===== config.mk =====
export PLATFORM = sky130hd
export DESIGN_NAME = integer_to_ascii_formatter_top
export DESIGN_NICKNAME = d
export VERILOG_FILES = /design/src/rtl/itaf_pkg.sv /design/src/rtl/itaf_front.sv /design/src/rtl/itaf_queue.sv /design/src/rtl/itaf_back.sv /design/src/rtl/integer_to_ascii_formatter_top.sv
export SDC_FILE = /design/constraint.sdc
export NUM_CORES = 1
export LEC_CHECK = 0
export BUFFER_PORTS_ARGS = -buffer_cell sky130_fd_sc_hd__buf_4
export CELL_PAD_IN_SITES_DETAIL_PLACEMENT = 1
export CELL_PAD_IN_SITES_GLOBAL_PLACEMENT = 1
export CORE_MARGIN = 2
export CORE_UTILIZATION = 57
export CTS_BUF_LIST = sky130_fd_sc_hd__clkbuf_4 sky130_fd_sc_hd__clkbuf_8
export DETAILED_ROUTE_END_ITERATION = 10
export PLACE_DENSITY_LB_ADDON = 0.1
export SLEW_MARGIN = 20
export SYNTH_ARGS = -nofsm -noshare
export SYNTH_HDL_FRONTEND = slang
export SYNTH_HIERARCHICAL = 1
export SYNTH_SLANG_ARGS = --single-unit

===== constraint.sdc =====
create_clock -name clk -period 9.18 [get_ports clk]
set_input_delay 0 -clock clk [delete_from_list [all_inputs] [get_ports clk]]
set_output_delay 0 -clock clk [all_outputs]
set_load 0.02 [all_outputs]

===== src/rtl/itaf_pkg.sv =====
package itaf_pkg;

  localparam int ValueW     = 64;
  localparam int DigitSlots = 20;
  localparam int DigitBits  = DigitSlots * 4;
  localparam int DigitPadW  = DigitBits - ValueW;
  localparam int DigIdxW    = $clog2(DigitSlots);
  localparam int BitsPerStep = 2;
  localparam int ConvSteps  = ValueW / BitsPerStep;
  localparam int ConvCntW   = $clog2(ConvSteps);
  localparam int QueueDepth = 2;
  localparam int QPtrW      = $clog2(QueueDepth);

  localparam logic [7:0] CharZero   = 8'h30;
  localparam logic [7:0] CharLowerA = 8'h61;
  localparam logic [3:0] DigitTen   = 4'd10;
  localparam logic [3:0] DabbleLim  = 4'd5;
  localparam logic [3:0] DabbleAdd  = 4'd3;

  typedef logic [DigitSlots-1:0][3:0] digits_t;

  // One queued conversion job, with width and room already saturated.
  typedef struct packed {
    logic [ValueW-1:0] value;
    logic              hex;
    logic [7:0]        pad;
    logic [6:0]        width;
    logic [8:0]        room;
  } item_t;

  typedef enum logic [1:0] {
    ST_IDLE,
    ST_CONV,
    ST_COUNT,
    ST_EMIT
  } back_state_t;

  // One shift-and-add-3 step of the binary to BCD conversion.
  function automatic digits_t dabble_step(digits_t d, logic in_bit);
    digits_t adj;
    adj = d;
    for (int i = 0; i < DigitSlots; i++) begin
      if (adj[i] >= DabbleLim) begin
        adj[i] = adj[i] + DabbleAdd;
      end
    end
    return digits_t'({adj[DigitSlots-1:0], in_bit} >> 0);
  endfunction

  function automatic logic [7:0] to_ascii(logic [3:0] d);
    logic [7:0] ch;
    if (d >= DigitTen) begin
      ch = CharLowerA + {4'b0, d} - {4'b0, DigitTen};
    end else begin
      ch = CharZero + {4'b0, d};
    end
    return ch;
  endfunction

endpackage


===== src/rtl/itaf_front.sv =====
module itaf_front #(
  parameter int BUF_DEPTH = 256,
  parameter int MAX_WIDTH = 64
) (
  input  logic                  in_valid,
  output logic                  in_ready,
  input  logic [63:0]           in_value,
  input  logic                  in_mode,
  input  logic [7:0]            in_pad_char,
  input  logic [6:0]            in_field_width,
  input  logic [8:0]            in_room,
  input  logic                  q_full,
  output logic                  q_push,
  output itaf_pkg::item_t       q_item
);

  always_comb begin
    q_item.value = in_value;
    q_item.hex   = in_mode;
    q_item.pad   = in_pad_char;
    // Oversized width and room requests are clamped to the limits.
    if (int'(in_field_width) > MAX_WIDTH) begin
      q_item.width = 7'(MAX_WIDTH);
    end else begin
      q_item.width = in_field_width;
    end
    if (int'(in_room) > BUF_DEPTH) begin
      q_item.room = 9'(BUF_DEPTH);
    end else begin
      q_item.room = in_room;
    end
  end

  assign in_ready = !q_full;
  assign q_push   = in_valid && !q_full;

endmodule


===== src/rtl/itaf_queue.sv =====
module itaf_queue (
  input  logic            clk,
  input  logic            rst_n,
  input  logic            push,
  input  itaf_pkg::item_t push_item,
  output logic            full,
  output logic            pop_valid,
  output itaf_pkg::item_t pop_item,
  input  logic            pop
);

  itaf_pkg::item_t                mem_r [itaf_pkg::QueueDepth];
  logic [itaf_pkg::QPtrW-1:0]     wr_ptr_r, wr_ptr_nxt;
  logic [itaf_pkg::QPtrW-1:0]     rd_ptr_r, rd_ptr_nxt;
  logic [itaf_pkg::QPtrW:0]       cnt_r, cnt_nxt;
  logic                           do_push, do_pop;

  assign full      = (cnt_r == (itaf_pkg::QPtrW+1)'(itaf_pkg::QueueDepth));
  assign pop_valid = (cnt_r != '0);
  assign pop_item  = mem_r[rd_ptr_r];
  assign do_push   = push && !full;
  assign do_pop    = pop && pop_valid;

  always_comb begin
    wr_ptr_nxt = do_push ? wr_ptr_r + 1'b1 : wr_ptr_r;
    rd_ptr_nxt = do_pop ? rd_ptr_r + 1'b1 : rd_ptr_r;
    cnt_nxt    = cnt_r;
    if (do_push && !do_pop) begin
      cnt_nxt = cnt_r + 1'b1;
    end else if (do_pop && !do_push) begin
      cnt_nxt = cnt_r - 1'b1;
    end
  end

  always_ff @(posedge clk) begin
    if (!rst_n) begin
      wr_ptr_r <= '0;
      rd_ptr_r <= '0;
      cnt_r    <= '0;
    end else begin
      wr_ptr_r <= wr_ptr_nxt;
      rd_ptr_r <= rd_ptr_nxt;
      cnt_r    <= cnt_nxt;
    end
  end

  always_ff @(posedge clk) begin
    if (do_push) begin
      mem_r[wr_ptr_r] <= push_item;
    end
  end

endmodule


===== src/rtl/itaf_back.sv =====
module itaf_back (
  input  logic            clk,
  input  logic            rst_n,
  input  logic            q_valid,
  input  itaf_pkg::item_t q_item,
  output logic            q_pop,
  output logic            out_valid,
  input  logic            out_ready,
  output logic [7:0]      out_char,
  output logic            out_last,
  output logic            out_overflow
);

  itaf_pkg::back_state_t            state_r, state_nxt;
  logic [itaf_pkg::ConvCntW-1:0]    conv_cnt_r, conv_cnt_nxt;
  logic [itaf_pkg::ValueW-1:0]      val_r, val_nxt;
  itaf_pkg::digits_t                digs_r, digs_nxt;
  logic [7:0]                       pad_r, pad_nxt;
  logic [6:0]                       width_r, width_nxt;
  logic [8:0]                       room_r, room_nxt;
  logic [6:0]                       npad_r, npad_nxt;
  logic [itaf_pkg::DigIdxW-1:0]     pos_r, pos_nxt;
  logic                             ovf_r, ovf_nxt;
  logic                             out_valid_r, out_valid_nxt;
  logic [7:0]                       out_char_r, out_char_nxt;
  logic                             out_last_r, out_last_nxt;
  logic                             out_ovf_r, out_ovf_nxt;

  logic [itaf_pkg::DigIdxW-1:0]     ndig;
  logic [6:0]                       total;
  logic                             slot_free;
  itaf_pkg::digits_t                dab;

  // Digit count: highest nonzero digit position, at least one digit.
  always_comb begin
    ndig = itaf_pkg::DigIdxW'(1);
    for (int i = 1; i < itaf_pkg::DigitSlots; i++) begin
      if (digs_r[i] != 4'd0) begin
        ndig = itaf_pkg::DigIdxW'(i + 1);
      end
    end
    total = (width_r > 7'(ndig)) ? width_r : 7'(ndig);
  end

  assign slot_free = !out_valid_r || out_ready;

  always_comb begin
    state_nxt     = state_r;
    conv_cnt_nxt  = conv_cnt_r;
    val_nxt       = val_r;
    digs_nxt      = digs_r;
    pad_nxt       = pad_r;
    width_nxt     = width_r;
    room_nxt      = room_r;
    npad_nxt      = npad_r;
    pos_nxt       = pos_r;
    ovf_nxt       = ovf_r;
    out_valid_nxt = out_valid_r && !out_ready;
    out_char_nxt  = out_char_r;
    out_last_nxt  = out_last_r;
    out_ovf_nxt   = out_ovf_r;
    q_pop         = 1'b0;
    dab           = digs_r;
    case (state_r)
      itaf_pkg::ST_IDLE: begin
        if (q_valid) begin
          q_pop     = 1'b1;
          val_nxt   = q_item.value;
          pad_nxt   = q_item.pad;
          width_nxt = q_item.width;
          room_nxt  = q_item.room;
          if (q_item.hex) begin
            digs_nxt  = itaf_pkg::digits_t'({{itaf_pkg::DigitPadW{1'b0}}, q_item.value});
            state_nxt = itaf_pkg::ST_COUNT;
          end else begin
            digs_nxt     = '0;
            conv_cnt_nxt = '0;
            state_nxt    = itaf_pkg::ST_CONV;
          end
        end
      end
      itaf_pkg::ST_CONV: begin
        for (int b = 0; b < itaf_pkg::BitsPerStep; b++) begin
          dab = itaf_pkg::dabble_step(dab, val_r[itaf_pkg::ValueW-1-b]);
        end
        digs_nxt     = dab;
        val_nxt      = val_r << itaf_pkg::BitsPerStep;
        conv_cnt_nxt = conv_cnt_r + 1'b1;
        if (conv_cnt_r == itaf_pkg::ConvCntW'(itaf_pkg::ConvSteps - 1)) begin
          state_nxt = itaf_pkg::ST_COUNT;
        end
      end
      itaf_pkg::ST_COUNT: begin
        npad_nxt  = total - 7'(ndig);
        pos_nxt   = ndig - 1'b1;
        ovf_nxt   = ({2'b0, total} > room_r);
        state_nxt = itaf_pkg::ST_EMIT;
      end
      itaf_pkg::ST_EMIT: begin
        if (slot_free) begin
          out_valid_nxt = 1'b1;
          if (ovf_r) begin
            out_char_nxt = 8'd0;
            out_last_nxt = 1'b1;
            out_ovf_nxt  = 1'b1;
            state_nxt    = itaf_pkg::ST_IDLE;
          end else if (npad_r != 7'd0) begin
            out_char_nxt = pad_r;
            out_last_nxt = 1'b0;
            out_ovf_nxt  = 1'b0;
            npad_nxt     = npad_r - 1'b1;
          end else begin
            out_char_nxt = itaf_pkg::to_ascii(digs_r[pos_r]);
            out_last_nxt = (pos_r == '0);
            out_ovf_nxt  = 1'b0;
            pos_nxt      = pos_r - 1'b1;
            if (pos_r == '0) begin
              state_nxt = itaf_pkg::ST_IDLE;
            end
          end
        end
      end
      default: begin
        state_nxt = itaf_pkg::ST_IDLE;
      end
    endcase
  end

  always_ff @(posedge clk) begin
    if (!rst_n) begin
      state_r     <= itaf_pkg::ST_IDLE;
      out_valid_r <= 1'b0;
    end else begin
      state_r     <= state_nxt;
      out_valid_r <= out_valid_nxt;
    end
  end

  always_ff @(posedge clk) begin
    conv_cnt_r <= conv_cnt_nxt;
    val_r      <= val_nxt;
    digs_r     <= digs_nxt;
    pad_r      <= pad_nxt;
    width_r    <= width_nxt;
    room_r     <= room_nxt;
    npad_r     <= npad_nxt;
    pos_r      <= pos_nxt;
    ovf_r      <= ovf_nxt;
    out_char_r <= out_char_nxt;
    out_last_r <= out_last_nxt;
    out_ovf_r  <= out_ovf_nxt;
  end

  assign out_valid    = out_valid_r;
  assign out_char     = out_char_r;
  assign out_last     = out_last_r;
  assign out_overflow = out_ovf_r;

endmodule


===== src/rtl/integer_to_ascii_formatter_top.sv =====
// Channel   Ports                                               Direction
// input     in_valid/in_ready, in_value, in_mode, in_pad_char,  into block
//           in_field_width, in_room
// result    out_valid/out_ready, out_char, out_last,            out of block
//           out_overflow
//
// A decimal item first runs the binary to BCD shift-add loop, two bits per cycle,
// and then a count step sizes the field; a hexadecimal item goes straight to the
// count step. Emission runs at one character per cycle while out_ready allows it,
// through a single output register.
// Reset (rst_n low, synchronous) empties the job queue and drops any result.
// A stalled result channel holds the converter; the two-entry queue keeps
// taking input transfers until it is full.
module integer_to_ascii_formatter_top #(
  parameter int BUF_DEPTH = 256,
  parameter int MAX_WIDTH = 64
) (
  input  logic        clk,
  input  logic        rst_n,
  input  logic        in_valid,
  output logic        in_ready,
  input  logic [63:0] in_value,
  input  logic        in_mode,
  input  logic [7:0]  in_pad_char,
  input  logic [6:0]  in_field_width,
  input  logic [8:0]  in_room,
  output logic        out_valid,
  input  logic        out_ready,
  output logic [7:0]  out_char,
  output logic        out_last,
  output logic        out_overflow
);

  // Jobs travel from the front end to the converter through a short queue,
  // so that input transfers and result transfers stall independently.
  itaf_pkg::item_t push_item;
  itaf_pkg::item_t pop_item;
  logic            q_push;
  logic            q_full;
  logic            q_valid;
  logic            q_pop;

  // The front end clamps the width and room requests and classifies the job.
  itaf_front #(
    .BUF_DEPTH (BUF_DEPTH),
    .MAX_WIDTH (MAX_WIDTH)
  ) u_front (
    .in_valid       (in_valid),
    .in_ready       (in_ready),
    .in_value       (in_value),
    .in_mode        (in_mode),
    .in_pad_char    (in_pad_char),
    .in_field_width (in_field_width),
    .in_room        (in_room),
    .q_full         (q_full),
    .q_push         (q_push),
    .q_item         (push_item)
  );

  itaf_queue u_queue (
    .clk       (clk),
    .rst_n     (rst_n),
    .push      (q_push),
    .push_item (push_item),
    .full      (q_full),
    .pop_valid (q_valid),
    .pop_item  (pop_item),
    .pop       (q_pop)
  );

  // The converter turns the value into digits, sizes the field, checks it
  // against the room left, and streams pad and digit characters out.
  itaf_back u_back (
    .clk          (clk),
    .rst_n        (rst_n),
    .q_valid      (q_valid),
    .q_item       (pop_item),
    .q_pop        (q_pop),
    .out_valid    (out_valid),
    .out_ready    (out_ready),
    .out_char     (out_char),
    .out_last     (out_last),
    .out_overflow (out_overflow)
  );

endmodule


* Word-level counts from Yosys, hierarchy flattened
Memory sizes are Yosys's and may differ from the RTL's. A register that Yosys moved wholly into a read port is not among the register bits.
Cells that the tools add are included.
** Word-level totals
- Register bits after elaboration :: 203
- Bits in writable memories :: 178
- Input bits :: 93
- Output and inout bits :: 12
- Logic and storage cells :: 316
- Memories :: 1
** Memory list
- u_queue.mem_r :: depth 2, bits a word 89, rd ports 1, clocked after memory_dff 1, write ports 1, RTL line itaf_queue.sv:12 : itaf_pkg::item_t mem_r [itaf_pkg::QueueDepth];
** Operators by class
- Add/subtract/negate cells :: 52
- Order comparisons :: 46
- Equality and inequality tests :: 14
- Muxes and demuxes :: 122
- Reduce and logical (&&, ||, !) cells :: 45
** Operators with widths (number)
- $mux 4 :: 58
- $ge 4x3->1 const B :: 40
- $pmux 80 s2 :: 1
- $add 4x2->4 const B :: 38
- $mux 64 :: 2
- $pmux 64 s2 :: 1
- $mux 5 :: 23
- $mux 80 :: 1
- $reduce_bool 4->1 :: 19
- $mux 7 :: 5
- $bmux 4 s5 :: 1
- $mux 2 :: 10
- $pmux 5 s2 :: 2
- $mux 8 :: 2
- $pmux 7 s2 :: 1
- $mux 1 :: 10
- $sub 5x1->5 const B :: 2
- $gt 7x9->1 :: 1
- $gt 9x9->1 const B :: 1
- $mux 3 :: 3
- $mux 9 :: 1
- $add 7x4->8 const A :: 1
- $ne 2x2->1 const B :: 4
- $pmux 2 s4 :: 1
- other kinds (30) :: 51

* Longest topological paths before layout
Gate-level depths: netlist of run 1.
- Word-level depth :: 24
- Gate-level depth with buffers :: 26
- Depth with buffers taken out :: 26

* Hierarchy
The synthesis of run 1 kept the hierarchy.
** By module, submodules not included
- itaf_back :: times used 1, cells each 1283, area an instance 13819.5 um2, seq. area each 5945.7 um2
- itaf_queue :: times used 1, cells each 302, area an instance 6690.2 um2, seq. area each 5445.2 um2
- itaf_front :: times used 1, cells each 91, area an instance 653.1 um2, seq. area each 0.0 um2

* Worst setup path before layout of run 1
No wires, ideal clock.
- Path type :: reg2reg
- Start point :: reg u_back.state_r[1]
- End point :: reg u_back/digs_r[0] (netlist name) (enable)
- Setup time :: 0.509 ns
- Arrival :: 4.585 ns
- Data required time :: 8.671 ns
- Setup slack :: 4.087 ns
- Cell stages (with the launch flop) :: 8
- Buffers on the path :: 3
- Period minus slack after synthesis :: 5.093 ns
- Cells stage by stage :: dfxtp_1 inv_1 ha_1 clkbuf_1 clkbuf_1 clkbuf_1 nand2_1 nand2_1
** On the way
- Longest elaborated chain between the ends :: 3
- Elaborated cells between the ends (all ways) :: 5
- Those cells by class :: 2 x eq/ne; 3 x reduce/logical
** RTL lines
- start, declared :: RTL line itaf_back.sv:14 : itaf_pkg::back_state_t state_r, state_nxt;
- start signal, assigned :: RTL line itaf_back.sv:131 : state_r <= itaf_pkg::ST_IDLE;
- start signal, assigned :: RTL line itaf_back.sv:134 : state_r <= state_nxt;
- $eq 2x1->1 or $logic_not 2->1 (tied branches) :: RTL line itaf_back.sv:64 : case (state_r)
- $reduce_bool 2->1 (no line) or $ne 2x2->1 (tied branches)
- $reduce_and 2->1 (no line) *
- end signal, assigned :: RTL line itaf_back.sv:142 : digs_r <= digs_nxt;
- end, declared :: RTL line itaf_back.sv:17 : itaf_pkg::digits_t digs_r, digs_nxt;
Mark *: on every way between the ends. The rest lies on a longest branch, timed or not.
A chain may end at the register's enable or synchronous reset.

* Worst setup path in the final report of run 1
- Start point :: reg u_back/digs_r[36] (netlist name)
- End point :: reg u_back.npad_r[6] (data pin)
** On the way
- Longest elaborated chain between the ends :: 16
** RTL lines
- $reduce_bool 4->1 * :: RTL line itaf_back.sv:38 : if (digs_r[i] != 4'd0) begin
- $mux 5 * (11 in series) :: RTL line itaf_back.sv:38
- $gt 7x5->1 :: RTL line itaf_back.sv:42 : total = (width_r > 7'(ndig)) ? width_r : 7'(ndig);
- $mux 7 :: RTL line itaf_back.sv:42
- $sub 7x5->7 * :: RTL line itaf_back.sv:94 : npad_nxt = total - 7'(ndig);
- $pmux 7 s2 * :: RTL line itaf_back.sv:64
- via u_back.npad_nxt[6] :: RTL line itaf_back.sv:21 : logic [6:0] npad_r, npad_nxt;
- end signal, assigned :: RTL line itaf_back.sv:146 : npad_r <= npad_nxt;
- end, declared :: RTL line itaf_back.sv:21
The timed path passes the listed nets; every way through them passes the cells marked *.

==> run metrics, run 1 <==
ys async rst share=0%; CTS resizes=0; # fillers=3,629; Initial Util=a little under 60%; Die H=197 um; part of the power in registers=about a third; row cnt=70; Worst EP required=between 9 and 10 ns; hold_buf cts=roughly 90; Startpoint Class=flop; CTS sink cnt=382; worst slew pin tran=between 1 and 1.5 ns; worst hold path class=input port to flop; total CTS buffers=67; Final #Nets=2,032; RSZ-0062 raised after global routing=no; Leakage=just over 9 nW; Int Power=5.42 mW; Crit-path slowest cell=o21ai_0; Post-CTS Setup Inserts=0; Net Count, Synth=around 1,900; Sw Ratio=around two fifths; VDD IR max=roughly 0.22 mV; post-route DRC violation count=0; synth warn=6; CTS root buffer=clkbuf_8; I/O pin count=between 100 and 150; final hold violations=0; Final Wtd Congestion=slightly above 0.8; synth unique cells=around 70; GRT Total Usage=26.9%; Tcrit/Tclk final=just under 70%; layout cell share with drive strength beyond 1=a little under a quarter; CP Data Arrival Time=between 6 and 7 ns; vias in the first global route=~15,000; sequential-to-total area share from yosys stat=~54%; Core Area=~0.037 mm2; commonest non-fill, non-tap cell in the layout=edfxtp_1; Syn-to-layout area delta=13.5%; Slew HR=around a third; status=complete, no violations; First DRT Iteration DRCs=between 600 and 700; Post-synth EDFFs=~370; Skew-Pair Late Insertion Delay=around 0.65 ns; via/cell ratio=approximately 5.7; Die Wd=just under 200 um; hpwl dp=~33 mm; maximum clock frequency=about 160 MHz; total grt overflow=0; TritonRoute pass-1 iters=5; P_sw=approximately 3.7 mW; nature of the critical path endpoint=flop; ANT nets after route=0; Synth Register Bits=382; Setup TNS=0 ns; Mean Syn Cell Area=~13 um2; htree depth=3; Buffers on Ports=104; Tot Pwr=approximately 9.1 mW; max-cap viol count=0; Routed wire per std cell=approximately 22 um; global-route wire length before repair=~81 mm; Crit Path Category=flop to flop; CTS tree=yes; Post-Syn Instances=~1,700; Power Density=approximately 380 mW/mm2; most frequent cells in the layout=edfxtp_1, mux2_2, buf_4; largest net degree at the start of global routing=74; clock share of power=roughly 17%; Via Count=between 10,000 and 15,000; Synth Flop Type=edfxtp_1; Max Slew Vio Count=0; Final min period=between 6 and 7 ns; Gate power share=48.5%; wirelength, routed=about 50 mm; die area=between 0.03 and 0.04 mm2; final setup vio count=0; Max Fanout on Critical Path=5; CP max stage delay=between 0.5 and 0.6 ns; Reg clk slew, reported paths=0.06 ns; initial antenna violation count=1; Mapped Area=0.0212 mm2; clock buffer depth=3; skew final=approximately 0.041 ns
==> Yosys cell counts, drive strengths merged (2+ instances only) <==
master / number / area, um2
edfxtp: 374 / 11200
mux2: 178 / 2040
inv: 111 / 417
ha: 110 / 1380
buf: 91 / 672
a21oi: 89 / 445
nand2: 88 / 330
o21ai: 85 / 425
nor2: 74 / 278
mux2i: 55 / 551
nor3b: 54 / 405
xnor2: 49 / 429
nor2b: 46 / 288
nand2b: 41 / 257
clkbuf: 35 / 161
nand3: 25 / 125
o21a: 25 / 188
mux4: 18 / 442
nor3: 16 / 85.1
a21o: 10 / 75.1
a22o: 10 / 87.6
xor2: 9 / 78.8
and2: 8 / 50.1
dfxtp: 8 / 160
o31ai: 6 / 45.0
a21boi: 5 / 37.5
o211ai: 5 / 42.5
a311oi: 4 / 35.0
a32o: 4 / 40.0
nand4: 4 / 25.0
a211oi: 3 / 22.5
a221oi: 3 / 32.5
and3: 3 / 18.8
nor4b: 3 / 26.3
or3: 3 / 18.8
a31oi: 2 / 12.5
nand3b: 2 / 18.8
o311ai: 2 / 25.0
o41ai: 2 / 17.5
or3b: 2 / 17.5
==> power by group through the flow <==
stage	logic, mW	registers [mW]	clock network [mW]
4_1_cts	4.41	3.19	1.54
6_report	4.42	3.19	1.50
3_5_place_dp	4.29	3.21	0
3_3_place_gp	4.03	3.17	0
2_1_floorplan	3.33	3.09	0
5_1_grt	4.88	3.26	1.61
==> metrics by stage <==
step | hold WS [ns] | std cells | setup slack (ns) | util [%] | area [um2]
global route | 0.0517 | 2347 | 2.20 | 65.6 | 24000
CTS | 0.0357 | 2346 | 2.90 | 65.6 | 24000
detailed placement | 0.188 | 2135 | 3.06 | 59.7 | 21800
floorplan | 0.114 | 1676 | 4.09 | - | 21200
global placement | 0.184 | 2135 | 3.32 | 59.7 | 21800
finish | 0.0844 | 2347 | 2.84 | 65.6 | 24000
==> flip-flops by register name, indices dropped and copies added (netlist names), 2 cells and up, named ones only <==
register,count
u_queue/mem_r,178
u_back/state_r,2
u_back/width_r,7
u_back/pad_r,8
u_back/conv_cnt_r,5
u_back/room_r,9
u_back/npad_r,7
u_queue/cnt_r,2
u_back/val_r,64
u_back/digs_r,80
u_back/pos_r,5
u_back/out_char,8
==> critical path: cells and delay by family, from the launching register on <==
| family | cells | cell delay, ns |
|---|---|---|
| AND/OR/NAND/NOR | 8 | 1.41 |
| XOR/XNOR | 1 | 0.20 |
| flip-flops | 1 | 0.43 |
| multiplexers | 1 | 0.28 |
| AO/OA/AOI/OAI | 10 | 2.47 |
| buffers and inverters | 2 | 0.17 |
| adder cells (fa/ha/maj) | 4 | 1.18 |
==> path summary, 6_finish.rpt <==
kind / startpoint / endpoint / slack, ns / cells past startpoint
max: u_back/digs_r[36] / u_back/npad_r[6] / 2.84 / 26
min: in_value[15] / u_queue/mem_r[0][40] / 0.08 / 2
min reg2reg: u_queue/mem_r[1][3] / u_back/room_r[3] / 0.55 / 1
max reg2reg: u_back/digs_r[36] / u_back/npad_r[6] / 2.84 / 26
==> cells by family (layout without fill, tap and decap cells) <==
logic type / count (synthesis) / count (layout) / synth area share, %
AOI/OAI and AO/OA: 262 / 262 / 7.53
xor gates and xnor gates: 58 / 58 / 2.40
adders and majority gates: 111 / 111 / 6.60
buffers and inverters: 237 / 439 / 5.91
DFF: 382 / 382 / 53.8
muxes: 251 / 251 / 14.3
other: 0 / 1 / 0
and+or+nand+nor: 375 / 375 / 9.40
==> cell type report <==
cell class              instances  area (um2)  area share [%]
diodes                          1        2.50          0.0104
clock buffers                  87        1080            4.49
clock inverters                32         175           0.729
inverters                     111         417            1.73
multi-input cells            1057        8570            35.7
flip-flops and latches        382       11400            47.4
well taps                     468         586            2.44
repair buffers                209        1800            7.49
==> per-layer routing <==
layer / part of all wire [%] / GRT usage [%]
met1: 41 / 31.6
met2: 54 / 50.1
met3: 3.2 / 4.57
met4: 2.4 / 8.97
met5: 0 / 0
(Power assumes the default switching activity.)
==> run 2, diff against run 1 <==
--- a/config.mk
+++ b/config.mk
@@ -9,7 +9,7 @@
 export CELL_PAD_IN_SITES_DETAIL_PLACEMENT = 1
 export CELL_PAD_IN_SITES_GLOBAL_PLACEMENT = 1
 export CORE_MARGIN = 2
-export CORE_UTILIZATION = 57
+export CORE_UTILIZATION = 53
 export CTS_BUF_LIST = sky130_fd_sc_hd__clkbuf_4 sky130_fd_sc_hd__clkbuf_8
 export DETAILED_ROUTE_END_ITERATION = 10
 export PLACE_DENSITY_LB_ADDON = 0.1
==> constraint.sdc (replaced) <==
create_clock -name clk -period 6.5 [get_ports clk]
set_input_delay 0 -clock clk [delete_from_list [all_inputs] [get_ports clk]]
set_output_delay 0 -clock clk [all_outputs]
set_load 0.02 [all_outputs]
==> run metrics, run 2 (synthesis gave the netlist of run 1 again) <==
initial antenna violation count=0 (-1); Max Fanout on Critical Path=5 (unchanged); Final #Nets=2,034 (+0.098%); total grt overflow=0 (unchanged); Skew-Pair Late Insertion Delay=0.64 ns (about the same); final setup vio count=0 (unchanged); VDD IR max=0.247 mV (+12%); Routed wire per std cell=20.3 um (-6.1%); Seq. cell area=0.0114 mm2 (unchanged); Largest regs=u_queue/mem_r (178), u_back/digs_r (80), u_back/val_r (64); clock buffer depth=3 (unchanged); area occupied by multi-input gates=0.00857 mm2 (about the same); CTS sink cnt=382 (unchanged); register name with the most flops=u_queue/mem_r; global-route wire length before repair=77.8 mm (-3.8%); total CTS buffers=67 (unchanged); Final Wtd Congestion=0.850 (+4.6%); nature of the critical path endpoint=flop; Startpoint Class=flop; hpwl dp=32.7 mm (-0.98%); worst hold path class=input port to flop; RSZ-0062 raised after global routing=no; wirelength, routed=48.8 mm (-3.6%); htree depth=3 (unchanged); maximum clock frequency=172 MHz (+8.9%); GRT Total Usage=24.2% (-2.8 points); Initial Util=53.5% (-4.3 points); I/O pin count=105 (unchanged); row cnt=73 (+4.3%); worst slew pin tran=1.13 ns (+0.112 ns); Inst Count DP=2,194 (+2.8%); final std cells w/o fill=2,409 (+2.6%); TritonRoute pass-1 iters=4 (-1); CTS tree=yes; most frequent cells in the layout=edfxtp_1, mux2_2, buf_4; First DRT Iteration DRCs=708 (+10%); Post-CTS Setup Inserts=0 (unchanged); Tcrit/Tclk final=89.5% (+20 points); Slew HR=24.6% (-7.5 points); CTS root buffer=clkbuf_8; # fillers=3,893 (+7.3%); largest net degree at the start of global routing=72 (-2.7%); commonest non-fill, non-tap cell in the layout=edfxtp_1; Die Wd=204 um (+3.6%); CP Data Arrival Time=6.16 ns (-0.62 ns); Reg clk slew, reported paths=0.07 ns (about the same); Via Count=13,318 (-1.3%); flip-flop count of the largest register after layout=178 (unchanged); Buffers on Ports=104 (unchanged); vias in the first global route=14,345 (-4.3%); Worst EP required=6.84 ns (-2.78 ns); via/cell ratio=5.53 (-3.8%); Tot Pwr=12.8 mW (+40%); layout cell share with drive strength beyond 1=22.9% (+0.31 points); post-route DRC violation count=0 (unchanged); Core Area=0.0395 mm2 (+8.0%); ANT nets after route=0 (unchanged); post-layout utilization of the core=61.1% (-4.5 points); Die H=204 um (+3.6%); Crit Path Category=flop to flop; WHS=0.0966 ns (+0.0122 ns); Final min period=5.82 ns (-0.519 ns); die area=0.0415 mm2 (+7.4%); final hold violations=0 (unchanged); Leakage=9.15 nW (+0.73%); Power Density=529 mW/mm2 (+39%); skew final=0.0369 ns (-0.00457 ns); Syn-to-layout area delta=14.3%; max-cap viol count=0 (unchanged); status=complete, no violations; Max Slew Vio Count=0 (unchanged); Setup TNS=0 ns (unchanged)
==> run 2: cell type report <==
cell class,count,share of cell area (%)
Antenna cell,1,0.0103
Clock buffer,97,4.87
Clock inverter,25,0.600
Inverter,111,1.72
Multi-Input combinational cell,1057,35.4
Sequential cell,382,47.1
Tap cell,525,2.72
Timing Repair Buffer,211,7.50
==> run 2: what timing repair did <==
action,in CTS,in global routing
hold buffers,92,0
resized for setup,0,2
endpoints found under the setup margin,0,4
endpoints found under the hold margin,186,0
==> run 2: worst paths after layout <==
kind	startpoint	to	slack, ns	cells past startpoint
min	in_value[49]	u_queue/mem_r[0][74]	0.1	2
max reg2reg	u_back/digs_r[20]	u_back/npad_r[6]	0.68	26
min reg2reg	u_back/room_r[8]	u_back/ovf_r	0.52	1
max	u_back/digs_r[20]	u_back/npad_r[6]	0.68	26
==> run 2: through the flow <==
step           setup WS (ns)  instance area [um2]
3_3_place_gp           0.723                21900
5_1_grt               0.0157                24200
2_1_floorplan           1.41                21200
3_5_place_dp           0.386                21900
6_report               0.680                24200
4_1_cts                0.332                24200
==> run 2: report_power, final <==
| group | leakage [nW] | switching (mW) | internal (mW) |
|---|---|---|---|
| Clock | 0.704 | 1.00 | 1.21 |
| Sequential | 3.58 | 0.574 | 3.92 |
| Combinational | 4.86 | 3.46 | 2.64 |
| Total | 9.15 | 5.03 | 7.76 |
==> run 2: per-layer routing <==
metal / track usage (%) / vias to the layer above / share of wire (%)
met5: 0 / - / 0
met4: 8.21 / 0 / 2.5
met3: 3.83 / 80 / 3.2
met2: 43.4 / 207 / 53
met1: 29.6 / 6649 / 42
li1: - / 6382 / -
==> run 2: worst max-delay path, stage by stage, from the launching register on <==
cell,delay [ns]
edfxtp_1,0.45
inv_1,0.09
ha_1,0.20
nor3b_1,0.42
nand2_1,0.10
a311oi_1,0.34
o21ai_0,0.25
nor2b_1,0.19
o21ai_1,0.39
ha_1,0.34
nor2b_1,0.14
o21a_1,0.15
o21ai_0,0.17
nand2b_1,0.08
a21oi_1,0.17
o21ai_1,0.20
mux2i_1,0.30
ha_1,0.20
inv_1,0.06
fa_1,0.40
a21o_1,0.18
a21oi_1,0.22
nor2b_1,0.08
nor3_1,0.19
xor2_1,0.09
nor2_1,0.10
a21oi_1,0.06
